### src/rtl/rhr_pkg.sv
package rhr_pkg;

  localparam int HISTORY_DEPTH = 16;
  localparam int ID_WIDTH      = 16;

  // widths fixed by the interface fields
  localparam int CNT_W = 5;
  localparam int OP_W  = 2;

  localparam int PTR_W = (HISTORY_DEPTH > 1) ? $clog2(HISTORY_DEPTH) : 1;

  localparam logic [CNT_W-1:0] CAP_RESET =
    (16 > HISTORY_DEPTH) ? CNT_W'(HISTORY_DEPTH) : CNT_W'(16);

  typedef enum logic [OP_W-1:0] {
    OP_ADD    = 2'd0,
    OP_CHECK  = 2'd1,
    OP_REMOVE = 2'd2,
    OP_NONE   = 2'd3
  } op_t;

  typedef struct packed {
    logic                found;
    logic                removed_valid;
    logic [ID_WIDTH-1:0] removed_id;
    logic [CNT_W-1:0]    entry_count;
  } rhr_result_t;

  typedef struct packed {
    logic                we;
    logic [PTR_W-1:0]    waddr;
    logic [ID_WIDTH-1:0] wdata;
    logic [PTR_W-1:0]    raddr;
  } rhr_ram_req_t;

endpackage

### src/rtl/recent_history_ring_top.sv
// Add, empty remove, zero lookback and unused op: finished in the exec state, then out_valid.
// Remove: exec, then pop. Check: exec, then a scan over lookback' = min(lookback, entries
// held), one comparator reading one history entry a cycle; a hit ends the scan early.
// A new transfer is taken only once the result is out; busy stays high while an item is in work.
// Results are strobed one cycle on out_valid; the receiver cannot stall.
// Reset (sync, rst_n low): history empty, capacity 16; a cfg write also empties it.
module recent_history_ring_top
  import rhr_pkg::*;
(
  input  logic                clk,
  input  logic                rst_n,
  input  logic                start,
  output logic                busy,
  input  logic [OP_W-1:0]     in_op,
  input  logic [ID_WIDTH-1:0] in_item_id,
  input  logic [CNT_W-1:0]    in_lookback,
  output logic                out_valid,
  output logic                out_found,
  output logic                out_removed_valid,
  output logic [ID_WIDTH-1:0] out_removed_id,
  output logic [CNT_W-1:0]    out_entry_count,
  input  logic                cfg_we,
  input  logic [CNT_W-1:0]    cfg_wdata
);

  logic [CNT_W-1:0]    cap_r, cap_nxt;
  rhr_ram_req_t        ram_req;
  logic [ID_WIDTH-1:0] ram_rdata;
  logic                accept;
  rhr_result_t         result;

  assign accept = start && !busy;

  // capacity saturates to 1..HISTORY_DEPTH
  always_comb begin
    cap_nxt = cap_r;
    if (cfg_we) begin
      if (cfg_wdata == '0) begin
        cap_nxt = CNT_W'(1);
      end else if (cfg_wdata > CNT_W'(HISTORY_DEPTH)) begin
        cap_nxt = CNT_W'(HISTORY_DEPTH);
      end else begin
        cap_nxt = cfg_wdata;
      end
    end
  end

  always_ff @(posedge clk) begin
    if (!rst_n) begin
      cap_r <= CAP_RESET;
    end else begin
      cap_r <= cap_nxt;
    end
  end

  rhr_ctrl u_ctrl (
    .clk       (clk),
    .rst_n     (rst_n),
    .start     (accept),
    .op        (in_op),
    .item_id   (in_item_id),
    .lookback  (in_lookback),
    .clear     (cfg_we),
    .capacity  (cap_r),
    .ram_rdata (ram_rdata),
    .ram_req   (ram_req),
    .busy      (busy),
    .done      (out_valid),
    .result    (result)
  );

  rhr_ram #(
    .WIDTH (ID_WIDTH),
    .DEPTH (HISTORY_DEPTH)
  ) u_ram (
    .clk   (clk),
    .we    (ram_req.we),
    .waddr (ram_req.waddr),
    .wdata (ram_req.wdata),
    .raddr (ram_req.raddr),
    .rdata (ram_rdata)
  );

  assign out_found         = result.found;
  assign out_removed_valid = result.removed_valid;
  assign out_removed_id    = result.removed_id;
  assign out_entry_count   = result.entry_count;

endmodule

### src/rtl/rhr_ram.sv
module rhr_ram #(
  parameter int WIDTH = 16,
  parameter int DEPTH = 16,
  parameter int AW    = (DEPTH > 1) ? $clog2(DEPTH) : 1
) (
  input  logic             clk,
  input  logic             we,
  input  logic [AW-1:0]    waddr,
  input  logic [WIDTH-1:0] wdata,
  input  logic [AW-1:0]    raddr,
  output logic [WIDTH-1:0] rdata
);

  logic [WIDTH-1:0] mem [DEPTH];
  logic [WIDTH-1:0] rdata_r;

  always_ff @(posedge clk) begin
    if (we) begin
      mem[waddr] <= wdata;
    end
    rdata_r <= mem[raddr];
  end

  assign rdata = rdata_r;

endmodule

### src/rtl/rhr_ctrl.sv
module rhr_ctrl
  import rhr_pkg::*;
(
  input  logic                clk,
  input  logic                rst_n,
  input  logic                start,
  input  logic [OP_W-1:0]     op,
  input  logic [ID_WIDTH-1:0] item_id,
  input  logic [CNT_W-1:0]    lookback,
  input  logic                clear,
  input  logic [CNT_W-1:0]    capacity,
  input  logic [ID_WIDTH-1:0] ram_rdata,
  output rhr_ram_req_t        ram_req,
  output logic                busy,
  output logic                done,
  output rhr_result_t         result
);

  typedef enum logic [1:0] {
    S_IDLE,
    S_EXEC,
    S_SCAN,
    S_POP
  } state_t;

  state_t              state_r, state_nxt;
  op_t                 op_r, op_nxt;
  logic [ID_WIDTH-1:0] id_r, id_nxt;
  logic [CNT_W-1:0]    look_r, look_nxt;
  logic [PTR_W-1:0]    oldest_r, oldest_nxt;
  logic [CNT_W-1:0]    count_r, count_nxt;
  logic [CNT_W-1:0]    off_r, off_nxt;
  logic [CNT_W-1:0]    remain_r, remain_nxt;
  logic                pend_r, pend_nxt;
  logic                done_r, done_nxt;
  rhr_result_t         res_r, res_nxt;

  // shared slot unit: (oldest + offset) mod capacity, sum stays below 2*capacity for each slot whose data is used
  logic [CNT_W-1:0] off_sel;
  logic [CNT_W:0]   slot_sum;
  logic [CNT_W:0]   slot_mod;
  logic [CNT_W-1:0] look_eff;
  logic [PTR_W-1:0] oldest_inc;
  logic             hit;

  assign slot_sum = {1'b0, CNT_W'(oldest_r)} + {1'b0, off_sel};
  assign slot_mod = (slot_sum >= {1'b0, capacity}) ? slot_sum - {1'b0, capacity} : slot_sum;
  assign look_eff = (look_r > count_r) ? count_r : look_r;
  assign oldest_inc = ({1'b0, CNT_W'(oldest_r)} + 1'b1 == {1'b0, capacity}) ?
                      '0 : oldest_r + 1'b1;
  assign hit = (ram_rdata == id_r);

  always_comb begin
    off_sel = off_r;
    if (state_r == S_EXEC) begin
      off_sel = (op_r == OP_ADD) ? count_r : count_r - 1'b1;
    end
  end

  always_comb begin
    state_nxt  = state_r;
    op_nxt     = op_r;
    id_nxt     = id_r;
    look_nxt   = look_r;
    oldest_nxt = oldest_r;
    count_nxt  = count_r;
    off_nxt    = off_r;
    remain_nxt = remain_r;
    pend_nxt   = 1'b0;
    done_nxt   = 1'b0;
    res_nxt    = res_r;
    ram_req.we    = 1'b0;
    ram_req.waddr = slot_mod[PTR_W-1:0];
    ram_req.wdata = id_r;
    ram_req.raddr = slot_mod[PTR_W-1:0];

    case (state_r)
      S_IDLE: begin
        if (start) begin
          op_nxt    = op_t'(op);
          id_nxt    = item_id;
          look_nxt  = lookback;
          state_nxt = S_EXEC;
        end
      end
      S_EXEC: begin
        res_nxt             = '0;
        res_nxt.entry_count = count_r;
        case (op_r)
          OP_ADD: begin
            ram_req.we = 1'b1;
            if (count_r < capacity) begin
              count_nxt = count_r + 1'b1;
            end else begin
              oldest_nxt = oldest_inc;
            end
            res_nxt.entry_count = (count_r < capacity) ? count_r + 1'b1 : count_r;
            done_nxt  = 1'b1;
            state_nxt = S_IDLE;
          end
          OP_CHECK: begin
            if (look_eff == '0) begin
              done_nxt  = 1'b1;
              state_nxt = S_IDLE;
            end else begin
              off_nxt    = count_r - 1'b1;
              remain_nxt = look_eff;
              state_nxt  = S_SCAN;
            end
          end
          OP_REMOVE: begin
            if (count_r == '0) begin
              done_nxt  = 1'b1;
              state_nxt = S_IDLE;
            end else begin
              state_nxt = S_POP;
            end
          end
          default: begin
            done_nxt  = 1'b1;
            state_nxt = S_IDLE;
          end
        endcase
      end
      S_SCAN: begin
        // issue one read a cycle, compare the previous one's data
        if (pend_r && hit) begin
          res_nxt.found = 1'b1;
          done_nxt      = 1'b1;
          state_nxt     = S_IDLE;
        end else if (remain_r != '0) begin
          off_nxt    = off_r - 1'b1;
          remain_nxt = remain_r - 1'b1;
          pend_nxt   = 1'b1;
        end else begin
          done_nxt  = 1'b1;
          state_nxt = S_IDLE;
        end
      end
      S_POP: begin
        count_nxt             = count_r - 1'b1;
        res_nxt.removed_valid = 1'b1;
        res_nxt.removed_id    = ram_rdata;
        res_nxt.entry_count   = count_r - 1'b1;
        done_nxt              = 1'b1;
        state_nxt             = S_IDLE;
      end
      default: begin
        state_nxt = S_IDLE;
      end
    endcase

    if (clear) begin
      oldest_nxt = '0;
      count_nxt  = '0;
    end
  end

  always_ff @(posedge clk) begin
    if (!rst_n) begin
      state_r  <= S_IDLE;
      oldest_r <= '0;
      count_r  <= '0;
      pend_r   <= 1'b0;
      done_r   <= 1'b0;
    end else begin
      state_r  <= state_nxt;
      oldest_r <= oldest_nxt;
      count_r  <= count_nxt;
      pend_r   <= pend_nxt;
      done_r   <= done_nxt;
    end
    op_r     <= op_nxt;
    id_r     <= id_nxt;
    look_r   <= look_nxt;
    off_r    <= off_nxt;
    remain_r <= remain_nxt;
    res_r    <= res_nxt;
  end

  assign busy   = (state_r != S_IDLE);
  assign done   = done_r;
  assign result = res_r;

endmodule

### config.mk
export PLATFORM = sky130hd
export DESIGN_NAME = recent_history_ring_top
export DESIGN_NICKNAME = d
export VERILOG_FILES = /design/src/rtl/rhr_pkg.sv /design/src/rtl/recent_history_ring_top.sv /design/src/rtl/rhr_ram.sv /design/src/rtl/rhr_ctrl.sv
export SDC_FILE = /design/constraint.sdc
export NUM_CORES = 1
export LEC_CHECK = 0
export CAP_MARGIN = 20
export CORE_MARGIN = 2
export CORE_UTILIZATION = 40
export DETAILED_ROUTE_END_ITERATION = 10
export DONT_BUFFER_PORTS = 1
export GPL_TIMING_DRIVEN = 0
export PLACE_DENSITY = 0.6
export SKIP_CTS_REPAIR_TIMING = 1
export SYNTH_ARGS = -nofsm -noshare
export SYNTH_HDL_FRONTEND = slang
export SYNTH_HIERARCHICAL = 1
export SYNTH_SLANG_ARGS = --single-unit
### constraint.sdc
create_clock -name clk -period 9.65 [get_ports clk]
set_clock_uncertainty 0.1 [all_clocks]
set_input_delay 1.4475 -clock clk [delete_from_list [all_inputs] [get_ports clk]]
set_output_delay 1.4475 -clock clk [all_outputs]
set_load 0.01 [all_outputs]
* Word level (Yosys, flattened, before mapping) *
Memory sizes are Yosys's and may differ from the RTL's. A register that Yosys moved wholly into a read port is not among the register bits.
Index checks and enable logic that the tools add are counted.

word-level totals
  register bits = 74
  bits in latches = 0
  memory bits (writable) = 256
  memory bits (read-only) = 0
  input bits = 32
  output and inout bits = 25
  memories = 1

cells by class
  add/sub/neg operators = 8
  multipliers = 0
  div/mod/pow operators = 0
  magnitude comparators = 4
  eq/ne operators = 14
  shifts and indexed selects = 0
  mux-type cells = 41
  bitwise operators = 3
  reduce and logical (&&, ||, !) cells = 19

memories
  memory     words  bits a word  read ports  clocked after Yosys merged registers in  wr ports  RTL line       source
  u_ram.mem  16     16           1           1                                        1         rhr_ram.sv:14  logic [WIDTH-1:0] mem [DEPTH];

operators with widths
  operator                                              count
  2-to-1 mux 5 bit                                      15
  one-hot mux 22 bit (2 select lines)                   1
  one-hot mux 5 bit (2 select lines)                    3
  equality test 16 bit                                  1
  zero test 5 bit                                       3
  subtractor 5 x 1 -> 5 bit, second input constant      3
  2-to-1 mux 1 bit                                      10
  2-to-1 mux 2 bit                                      5
  2-to-1 mux 4 bit                                      2
  inequality test 2 bit, second input constant          4
  one-hot mux 2 bit (4 select lines)                    1
  adder 4 x 5 -> 6 bit                                  1
  equality test 2 bit, second input constant            3
  >= comparator 6 x 5 -> 1 bit                          1
  AND reduction 2 bit                                   3
  nonzero test 2 bit                                    3
  adder 4 x 1 -> 5 bit, second input constant           1
  adder 5 x 1 -> 5 bit, second input constant           1
  equality test 5 bit                                   1
  greater-than comparator 5 bit                         1
  greater-than comparator 5 bit, second input constant  1
  less-than comparator 5 bit                            1
  AND reduction 5 bit                                   1
  nonzero test 5 bit                                    1
  15 further kinds                                      22

* Depth between registers and ports, before layout *
Gate-level depths: netlist of run 1.

  depth after elaboration = 6
  mapped depth = 23
  depth with buffers taken out = 20

* Modules after synthesis *
The synthesis of run 1 kept the hierarchy.

modules (own cells, without submodules)
  module                   times used  cells an instance  area each (µm²)  sequential area each (µm²)
  rhr_ram                  1           432                10043.4          8007.7
  rhr_ctrl                 1           400                4274.1           1941.9
  recent_history_ring_top  1           23                 209.0            100.1

* Worst setup path after synthesis of run 1 *
Ideal clock, no wire load.

  path type = register -> register
  from = reg u_ctrl.count_r[1]
  to = mem u_ram.mem[0][0] (enable)
  library setup time = 0.409 ns
  arrival time = 5.206 ns
  data required time = 9.141 ns
  slack = 3.935 ns
  cell stages (with the launch flop) = 20
  path buffers = 2
  period minus slack after synthesis = 5.715 ns
  cells stage by stage = dfxtp_1 -> clkbuf_1 -> inv_1 -> ha_1 -> o21ai_0 -> nand2_1 -> o21ai_0 -> inv_1 -> fa_1 -> inv_1 -> fa_1 -> a21o_1 -> a21o_1 -> a21oi_1 -> o22ai_2 -> nor2_4 -> mux2_4 -> buf_4 -> or3b_2 -> nor3_1

RTL lines
  item                    RTL line         source
  start, declared         rhr_ctrl.sv:31   logic [CNT_W-1:0] count_r, count_nxt;
  start signal, assigned  rhr_ctrl.sv:169  count_r <= count_nxt;
  end, declared           rhr_ram.sv:14

==> flow_metrics.tcl, run 1 <==
set metrics [dict create \
    crit_path_start "u_ctrl/count_r[1]" \
    clock_tree_from_tritoncts "yes" \
    yosysWarnings 6 \
    worst-r2r-cell-count 20 \
    grt_use_total_pct 17.7 \
    rr_endpoint "u_ram/mem[0][11]" \
    grt_antenna_before_repair 0 \
    crit_chain "clkbuf_1 -> inv_1 -> ha_1 -> o21ai_0 -> nand2_1 -> o21ai_0 -> inv_1 -> fa_1 -> inv_1 -> fa_1 -> a21o_1 -> a21o_1 -> a21oi_1 -> o22ai_2 -> nor2_4 -> mux2_4 -> buf_4 -> or3b_2 -> nor3_2 -> buf_6" \
    async_reset_ff_share_pct 0 \
    antenna_cells_inserted 0 \
    hold_path_class "flip-flop to flip-flop" \
    final_net_count 982 \
    swShare_pct 26.8 \
    grt_util_met2_pct 27.2 \
    postSynthNetCount 923 \
    power_density_over_cell_area_nw_per_um2 231 \
    vdd_drop_max_mv 0.165 \
    setup_viol 0 \
    crit-reg2reg-launch "u_ctrl/count_r[1]" \
    pin_count_of_the_biggest_net_entering_global_routing 18 \
    crit_start_category "flip-flop" \
    detailedRoute.firstIterationViolations 524 \
    critical_path.slowest_cell "sky130_fd_sc_hd__nor3_2" \
    std_cell_rows 69 \
    element_type_at_the_critical_path_end "flip-flop" \
    critPathMaxFanout 9 \
    met3_usage_pct 3.24 \
    cp-endpoint "u_ram/mem[0][11]" \
    ctsLongestPathBuffers 3 \
    yosys_most_used_dff "sky130_fd_sc_hd__edfxtp_1" \
    worst-setup-path-type "flip-flop to flip-flop" \
    internal_power_mw 2.82 \
    period_share_pct 65.1 \
    rrSetupSlack_ns 3.37 \
    timing.slew.headroom_pct 35.2 \
    cpMostUsedCell "sky130_fd_sc_hd__inv_1" \
    rsz_0062_raised_after_global_routing "false" \
    drt-pass1-iter-count 5 \
    floorplan.die.width_um 195 \
    layout.cells.most_common "sky130_fd_sc_hd__edfxtp_1" \
    design.die.area_sq_um 37900 \
    synth-seq-cells 346 \
    max-cap-violations 0 \
    ios 57 \
    most_frequent_cells_in_the_layout "sky130_fd_sc_hd__edfxtp_1 (312), sky130_fd_sc_hd__mux4_2 (54), sky130_fd_sc_hd__nand2_1 (52), sky130_fd_sc_hd__clkbuf_16 (38), sky130_fd_sc_hd__inv_1 (35)" \
    drt_drc_violations_left 0 \
    fin_tns_setup_ns 0 \
    critical-path-max-stage-delay_ns 0.76 \
    path_depth 20 \
    cts_htree_levels 2 \
    drt-vias-per-instance 5.52 \
    placement.io_buffers 0 \
    antenna_left 0 \
    synth_edf_count 312 \
    grt_overflow 0 \
    placedCellCount 1336 \
    place.gp.congestion 0.799 \
    dp_hpwl_mm 22.4 \
    final.min_clock_period_ns 6.28 \
    finalMaxSlewViolations 0 \
    timing.hold.worst_path_depth 2 \
    clock_sink_count 346 \
    cts_made_buffers 37 \
    syn_area_sq_um 14500 \
    drt_wl_total_mm 32.9 \
    grt_pass1_vias 7838 \
    required_ns 9.79 \
    final_report_hold_violation_count 0 \
    synth.yosys.seq_area_share_pct 69.2 \
    floorplan.initialDensity_pct 40.7 \
    outcome "complete, no violations" \
    routed-via-count 7746 \
    wire_length_of_the_first_global_routing_pass_mm 49.9 \
    cp_data_arrival_time_ns 6.42 \
    nFillCells 3032 \
    instances_no_fill 1402 \
    final_layout_size_suffix_gt1_share_pct 19.1 \
    power.static_leakage_nw 5.62 \
    cp.buffers_inverters 6 \
    gr-usage-met1_pct 26.3 \
    clkTransAtPathRegs_ns 0.06 \
    ys_types 63 \
    seq_power_share_pct 47.1 \
    power.share.combinational_pct 18.1 \
    detail_route.wl_per_cell_um 23.4 \
    synth.avg_cell_area_sq_um 17.0 \
    syn-instance-count 855 \
    clock_power_share_pct 34.8 \
    cpLargestDelayFamily "simple AND/OR/NAND/NOR gates" \
    layout-area-overhead-vs-synth_pct 14.8 \
    die_height_um 195 \
    clk-insertion-delay-late_ns 0.54 \
    grt_busiest_layer "met2" \
    worst-slew-pin-transition_ns 0.967 \
    fmax_mhz 159 \
    cts_root_buffer "sky130_fd_sc_hd__clkbuf_16" \
    design.core.area_sq_um 35700 \
    switching_power_mw 1.03 \
]
==> final cells by class <==
class | count | area [sq um] | area share (%)
inverter | 36 | 135 | 0.811
multi-input combinational | 436 | 4170 | 25.0
tap | 461 | 577 | 3.46
buffer | 37 | 224 | 1.34
clock buffer | 50 | 1030 | 6.15
sequential | 346 | 10000 | 60.3
timing repair buffer | 20 | 362 | 2.17
clock inverter | 16 | 129 | 0.773
==> cells by family (layout without fill, tap and decap cells) <==
| family | count (synthesis) | in the layout | synth area share (%) |
|---|---|---|---|
| AOI/OAI and AO/OA | 106 | 106 | 4.90 |
| buffers and inverters | 73 | 159 | 2.47 |
| DFF | 346 | 346 | 69.2 |
| and+or+nand+nor | 170 | 170 | 6.14 |
| xor gates and xnor gates | 44 | 44 | 2.65 |
| muxes | 80 | 80 | 11.4 |
| adders and majority gates | 36 | 36 | 3.20 |
==> power by group through the flow <==
stage                     Sequential [mW]  Combinational, mW  Clock [mW]
after floorplan                      1.81              0.499           0
after global placement               1.85              0.672           0
after detailed placement             1.85              0.698           0
after CTS                            1.82              0.702        1.38
after global routing                 1.83              0.753        1.44
final                                1.82              0.699        1.34
==> cells in the mapped netlist (3+ instances only) <==
library cell	count	area share, %
sky130_fd_sc_hd__nor3_1	12	0.41
sky130_fd_sc_hd__a21oi_1	23	0.79
sky130_fd_sc_hd__mux2i_1	8	0.55
sky130_fd_sc_hd__buf_1	4	0.10
sky130_fd_sc_hd__nor2b_1	10	0.43
sky130_fd_sc_hd__inv_1	35	0.90
sky130_fd_sc_hd__ha_1	34	2.9
sky130_fd_sc_hd__nand3b_1	3	0.16
sky130_fd_sc_hd__buf_2	5	0.17
sky130_fd_sc_hd__a22oi_1	33	1.7
sky130_fd_sc_hd__nand2_1	52	1.3
sky130_fd_sc_hd__dfxtp_1	34	4.7
sky130_fd_sc_hd__xnor2_1	32	1.9
sky130_fd_sc_hd__xor2_1	12	0.72
sky130_fd_sc_hd__mux2_1	4	0.31
sky130_fd_sc_hd__a21o_1	7	0.36
sky130_fd_sc_hd__and3_1	3	0.13
sky130_fd_sc_hd__a211oi_1	4	0.21
sky130_fd_sc_hd__nand4_1	5	0.22
sky130_fd_sc_hd__nor2_1	35	0.90
sky130_fd_sc_hd__edfxtp_1	312	64
sky130_fd_sc_hd__mux4_2	54	8.4
sky130_fd_sc_hd__buf_6	7	0.54
sky130_fd_sc_hd__buf_4	7	0.36
sky130_fd_sc_hd__o21ai_1	11	0.38
sky130_fd_sc_hd__nand2b_1	7	0.30
sky130_fd_sc_hd__mux4_1	10	1.8
sky130_fd_sc_hd__mux2_4	3	0.31
sky130_fd_sc_hd__nand3_1	8	0.28
sky130_fd_sc_hd__and2_1	20	0.86
sky130_fd_sc_hd__clkbuf_1	14	0.36
sky130_fd_sc_hd__o21ai_0	12	0.41
==> worst min path at each step <==
stage / to / slack, ns / from
after floorplan: u_ctrl/oldest_r[1] / 0.38 / u_ctrl/oldest_r[1]
after global placement: cap_r[4] / 0.42 / cap_r[4]
after detailed placement: cap_r[4] / 0.43 / cap_r[4]
after CTS: cap_r[4] / 0.43 / cap_r[4]
after global routing: u_ctrl/oldest_r[1] / 0.46 / u_ctrl/oldest_r[1]
final: cap_r[4] / 0.43 / cap_r[4]
==> registers in the layout, summed over array words and instances, names as in the netlist <==
| register | flops |
|---|---|
| u_ctrl/pend_r | 1 |
| u_ram/rdata | 16 |
| u_ctrl/oldest_r | 4 |
| u_ctrl/id_r | 16 |
| u_ctrl/remain_r | 5 |
| u_ctrl/count_r | 5 |
| u_ctrl/state_r | 2 |
| u_ram/mem | 256 |
| u_ctrl/look_r | 5 |
| cap_r | 5 |
| u_ctrl/off_r | 5 |
| u_ctrl/result | 23 |
| u_ctrl/op_r | 2 |
| u_ctrl/done | 1 |
==> per-stage QoR <==
step	utilization (%)	setup WS [ns]	cell area (sq um)	total power [mW]	hold WS, ns
after floorplan	-	3.93	14500	2.31	0.377
after global placement	42.4	1.92	15100	2.52	0.417
after detailed placement	43.5	3.36	15500	2.55	0.425
after CTS	46.8	3.37	16700	3.90	0.433
after global routing	46.8	3.02	16700	4.02	0.457
final	46.8	3.37	16700	3.86	0.430
==> tightest hold or removal path, delay by kind of cell (launching register included) <==
kind | cells | cell delay, ns
AO/OA/AOI/OAI | 1 | 0.07
flip-flops | 1 | 0.33
AND/OR/NAND/NOR | 1 | 0.08
==> per-layer routing <==
layer | vias up | routed length [um]
met1 | 4035 | 15400
met4 | 0 | 432
met2 | 228 | 15100
li1 | 3446 | -
met3 | 37 | 1950
met5 | - | 0
Note: power is estimated with default switching activity, not from simulation.
==> inputs of run 2 (changes only) <==
--- a/config.mk
+++ b/config.mk
@@ -11,7 +11,7 @@
 export DETAILED_ROUTE_END_ITERATION = 10
 export DONT_BUFFER_PORTS = 1
 export GPL_TIMING_DRIVEN = 0
-export PLACE_DENSITY = 0.6
+export PLACE_DENSITY = 0.62
 export SKIP_CTS_REPAIR_TIMING = 1
 export SYNTH_ARGS = -nofsm -noshare
 export SYNTH_HDL_FRONTEND = slang
==> constraint.sdc (replaced) <==
create_clock -name clk -period 5.6 [get_ports clk]
set_clock_uncertainty 0.1 [all_clocks]
set_input_delay 0.84 -clock clk [delete_from_list [all_inputs] [get_ports clk]]
set_output_delay 0.84 -clock clk [all_outputs]
set_load 0.01 [all_outputs]
==> run 2 against run 1 <==
Compared with the run above:
- utilization grew 1.1 points
- maximum frequency up 17%
- setup slack worse by 3.1 ns
- highest routed layer unchanged
- largest cell class unchanged
- total power increased by 78%
- sequential share of layout area decreased by 1.4 points
==> flow_metrics.tcl, run 2 (synthesized netlist as in run 1, its figures left out) <==
set metrics [dict create \
    outcome "complete, no violations" \
    required_ns 5.73 \
    instances_no_fill 1421 \
    cp_data_arrival_time_ns 5.50 \
    clock_sink_count 346 \
    rsz_0062_raised_after_global_routing "true" \
    element_type_at_the_critical_path_end "flip-flop" \
    crit_start_category "flip-flop" \
    timing.slew.headroom_pct 44.1 \
    drt_drc_violations_left 0 \
    routed-via-count 7716 \
    detail_route.wl_per_cell_um 23.4 \
    ctsLongestPathBuffers 3 \
    critPathMaxFanout 11 \
    max-cap-violations 0 \
    clkTransAtPathRegs_ns 0.06 \
    design.die.area_sq_um 37900 \
    rrSetupSlack_ns 0.23 \
    place.gp.congestion 0.824 \
    drt_wl_total_mm 33.3 \
    holdPathEnd "cap_r[4]" \
    layout-area-overhead-vs-synth_pct 17.5 \
    finalMaxSlewViolations 0 \
    placedCellCount 1334 \
    setup_viol 0 \
    cts_made_buffers 37 \
    worst-setup-path-type "flip-flop to flip-flop" \
    worst-r2r-cell-count 20 \
    ios 57 \
    period_share_pct 95.8 \
    cts_htree_levels 2 \
    pin_count_of_the_biggest_net_entering_global_routing 24 \
    layout.cells.most_common "sky130_fd_sc_hd__edfxtp_1" \
    detailedRoute.firstIterationViolations 543 \
    grt_antenna_before_repair 0 \
    design.core.area_sq_um 35700 \
    drt-vias-per-instance 5.43 \
    clock_tree_from_tritoncts "yes" \
    power_density_over_cell_area_nw_per_um2 402 \
    cts_root_buffer "sky130_fd_sc_hd__clkbuf_16" \
    power.static_leakage_nw 5.80 \
    crit-reg2reg-launch "u_ctrl/count_r[0]" \
    antenna_left 0 \
    final.min_clock_period_ns 5.37 \
    grt_pass1_vias 7852 \
    most_frequent_cells_in_the_layout "sky130_fd_sc_hd__edfxtp_1 (312), sky130_fd_sc_hd__mux4_2 (57), sky130_fd_sc_hd__nand2_1 (52), sky130_fd_sc_hd__clkbuf_16 (39), sky130_fd_sc_hd__inv_1 (35)" \
    std_cell_rows 69 \
    startpoint_of_the_lowest_slack_hold_path "rst_n" \
    final_layout_size_suffix_gt1_share_pct 22.6 \
    grt_use_total_pct 17.5 \
    die_height_um 195 \
    hold_path_class "input pin to flip-flop" \
    registers.top_by_ff_count "u_ram/mem" \
    final_net_count 999 \
    final_report_hold_violation_count 0 \
    rr_endpoint "u_ram/mem[0][7]" \
    antenna_cells_inserted 0 \
    largest_reg_flops 256 \
    worst_hold_slack_ns 0.295 \
    drt-pass1-iter-count 5 \
    floorplan.die.width_um 195 \
    fmax_mhz 186 \
    wire_length_of_the_first_global_routing_pass_mm 49.4 \
    floorplan.initialDensity_pct 40.7 \
    grt_overflow 0 \
    vdd_drop_max_mv 0.282 \
    timing.hold.worst_path_depth 1 \
    dp_hpwl_mm 22.3 \
    worst-slew-pin-transition_ns 0.838 \
    placement.io_buffers 0 \
    fin_tns_setup_ns 0 \
    clk-insertion-delay-late_ns 0.53 \
]
[run 2: cell count changes in the layout (fill, tap and decap cells not counted), sizes merged]
cell and change:
clkbuf +7, clkinvlp -1, bufinv +2, buf +15, clkinv -4
[run 2: cell type report]
type                    count  area, sq um
clock buffers              55         1080
plain buffers              36          268
multi-input cells         436         4280
repair buffers             38          536
inverters                  36          135
well taps                 461          577
flip-flops and latches    346        10000
clock inverters            13          141
fillers                  2962        18600
[run 2: worst max-delay path, cell delays in order (launching register included)]
cell and delay (ns):
sky130_fd_sc_hd__dfxtp_1 0.38, sky130_fd_sc_hd__buf_4 0.20, sky130_fd_sc_hd__inv_1 0.13, sky130_fd_sc_hd__ha_2 0.36, sky130_fd_sc_hd__o21ai_1 0.14, sky130_fd_sc_hd__nand2_1 0.06
sky130_fd_sc_hd__o21ai_0 0.12, sky130_fd_sc_hd__inv_1 0.11, sky130_fd_sc_hd__fa_1 0.56, sky130_fd_sc_hd__inv_1 0.09, sky130_fd_sc_hd__fa_1 0.43, sky130_fd_sc_hd__a21o_1 0.17
sky130_fd_sc_hd__a21o_1 0.17, sky130_fd_sc_hd__a21oi_1 0.19, sky130_fd_sc_hd__o22ai_2 0.12, sky130_fd_sc_hd__nor2_4 0.23, sky130_fd_sc_hd__mux2_4 0.36, sky130_fd_sc_hd__buf_4 0.15
sky130_fd_sc_hd__or3b_4 0.48, sky130_fd_sc_hd__nor3_4 0.31, sky130_fd_sc_hd__buf_16 0.19
[run 2: layer usage]
| metal | track usage, % | vias to the layer above | share of wire [%] |
|---|---|---|---|
| li1 | - | 3474 | - |
| met1 | 24.5 | 3959 | 44 |
| met2 | 28.4 | 238 | 48 |
| met3 | 3.28 | 45 | 6.0 |
| met4 | 4.67 | 0 | 1.9 |
| met5 | 0 | - | 0 |
[run 2: worst max path at each step]
stage	from	to	slack (ns)	depth (start not counted)
after floorplan	u_ctrl/count_r[1]	u_ram/mem[4][0]	0.18	19
after global placement	u_ctrl/count_r[1]	u_ram/mem[8][12]	-1.79	19
after detailed placement	u_ctrl/count_r[1]	u_ram/mem[3][5]	-0.40	20
after CTS	u_ctrl/count_r[1]	u_ram/mem[4][9]	-0.42	20
after global routing	u_ctrl/count_r[0]	u_ram/mem[0][9]	-0.05	20
final	u_ctrl/count_r[0]	u_ram/mem[0][7]	0.23	20
[run 2: metrics by stage]
step / cell area, sq um / setup slack [ns] / power [mW] / util [%]
2_1_floorplan: 14500 / 0.182 / 3.99 / -
3_3_place_gp: 15100 / -1.79 / 4.34 / 42.4
3_5_place_dp: 15500 / -0.396 / 4.39 / 43.5
4_1_cts: 16700 / -0.416 / 6.83 / 46.9
5_1_grt: 17100 / -0.0501 / 7.11 / 47.9
6_report: 17100 / 0.234 / 6.86 / 47.9
[run 2: power by group]
part / internal [mW] / switching (mW) / total [mW]
Sequential: 2.99 / 0.139 / 3.13
Clock: 1.47 / 0.969 / 2.44
Combinational: 0.577 / 0.716 / 1.29
Total: 5.04 / 1.82 / 6.86
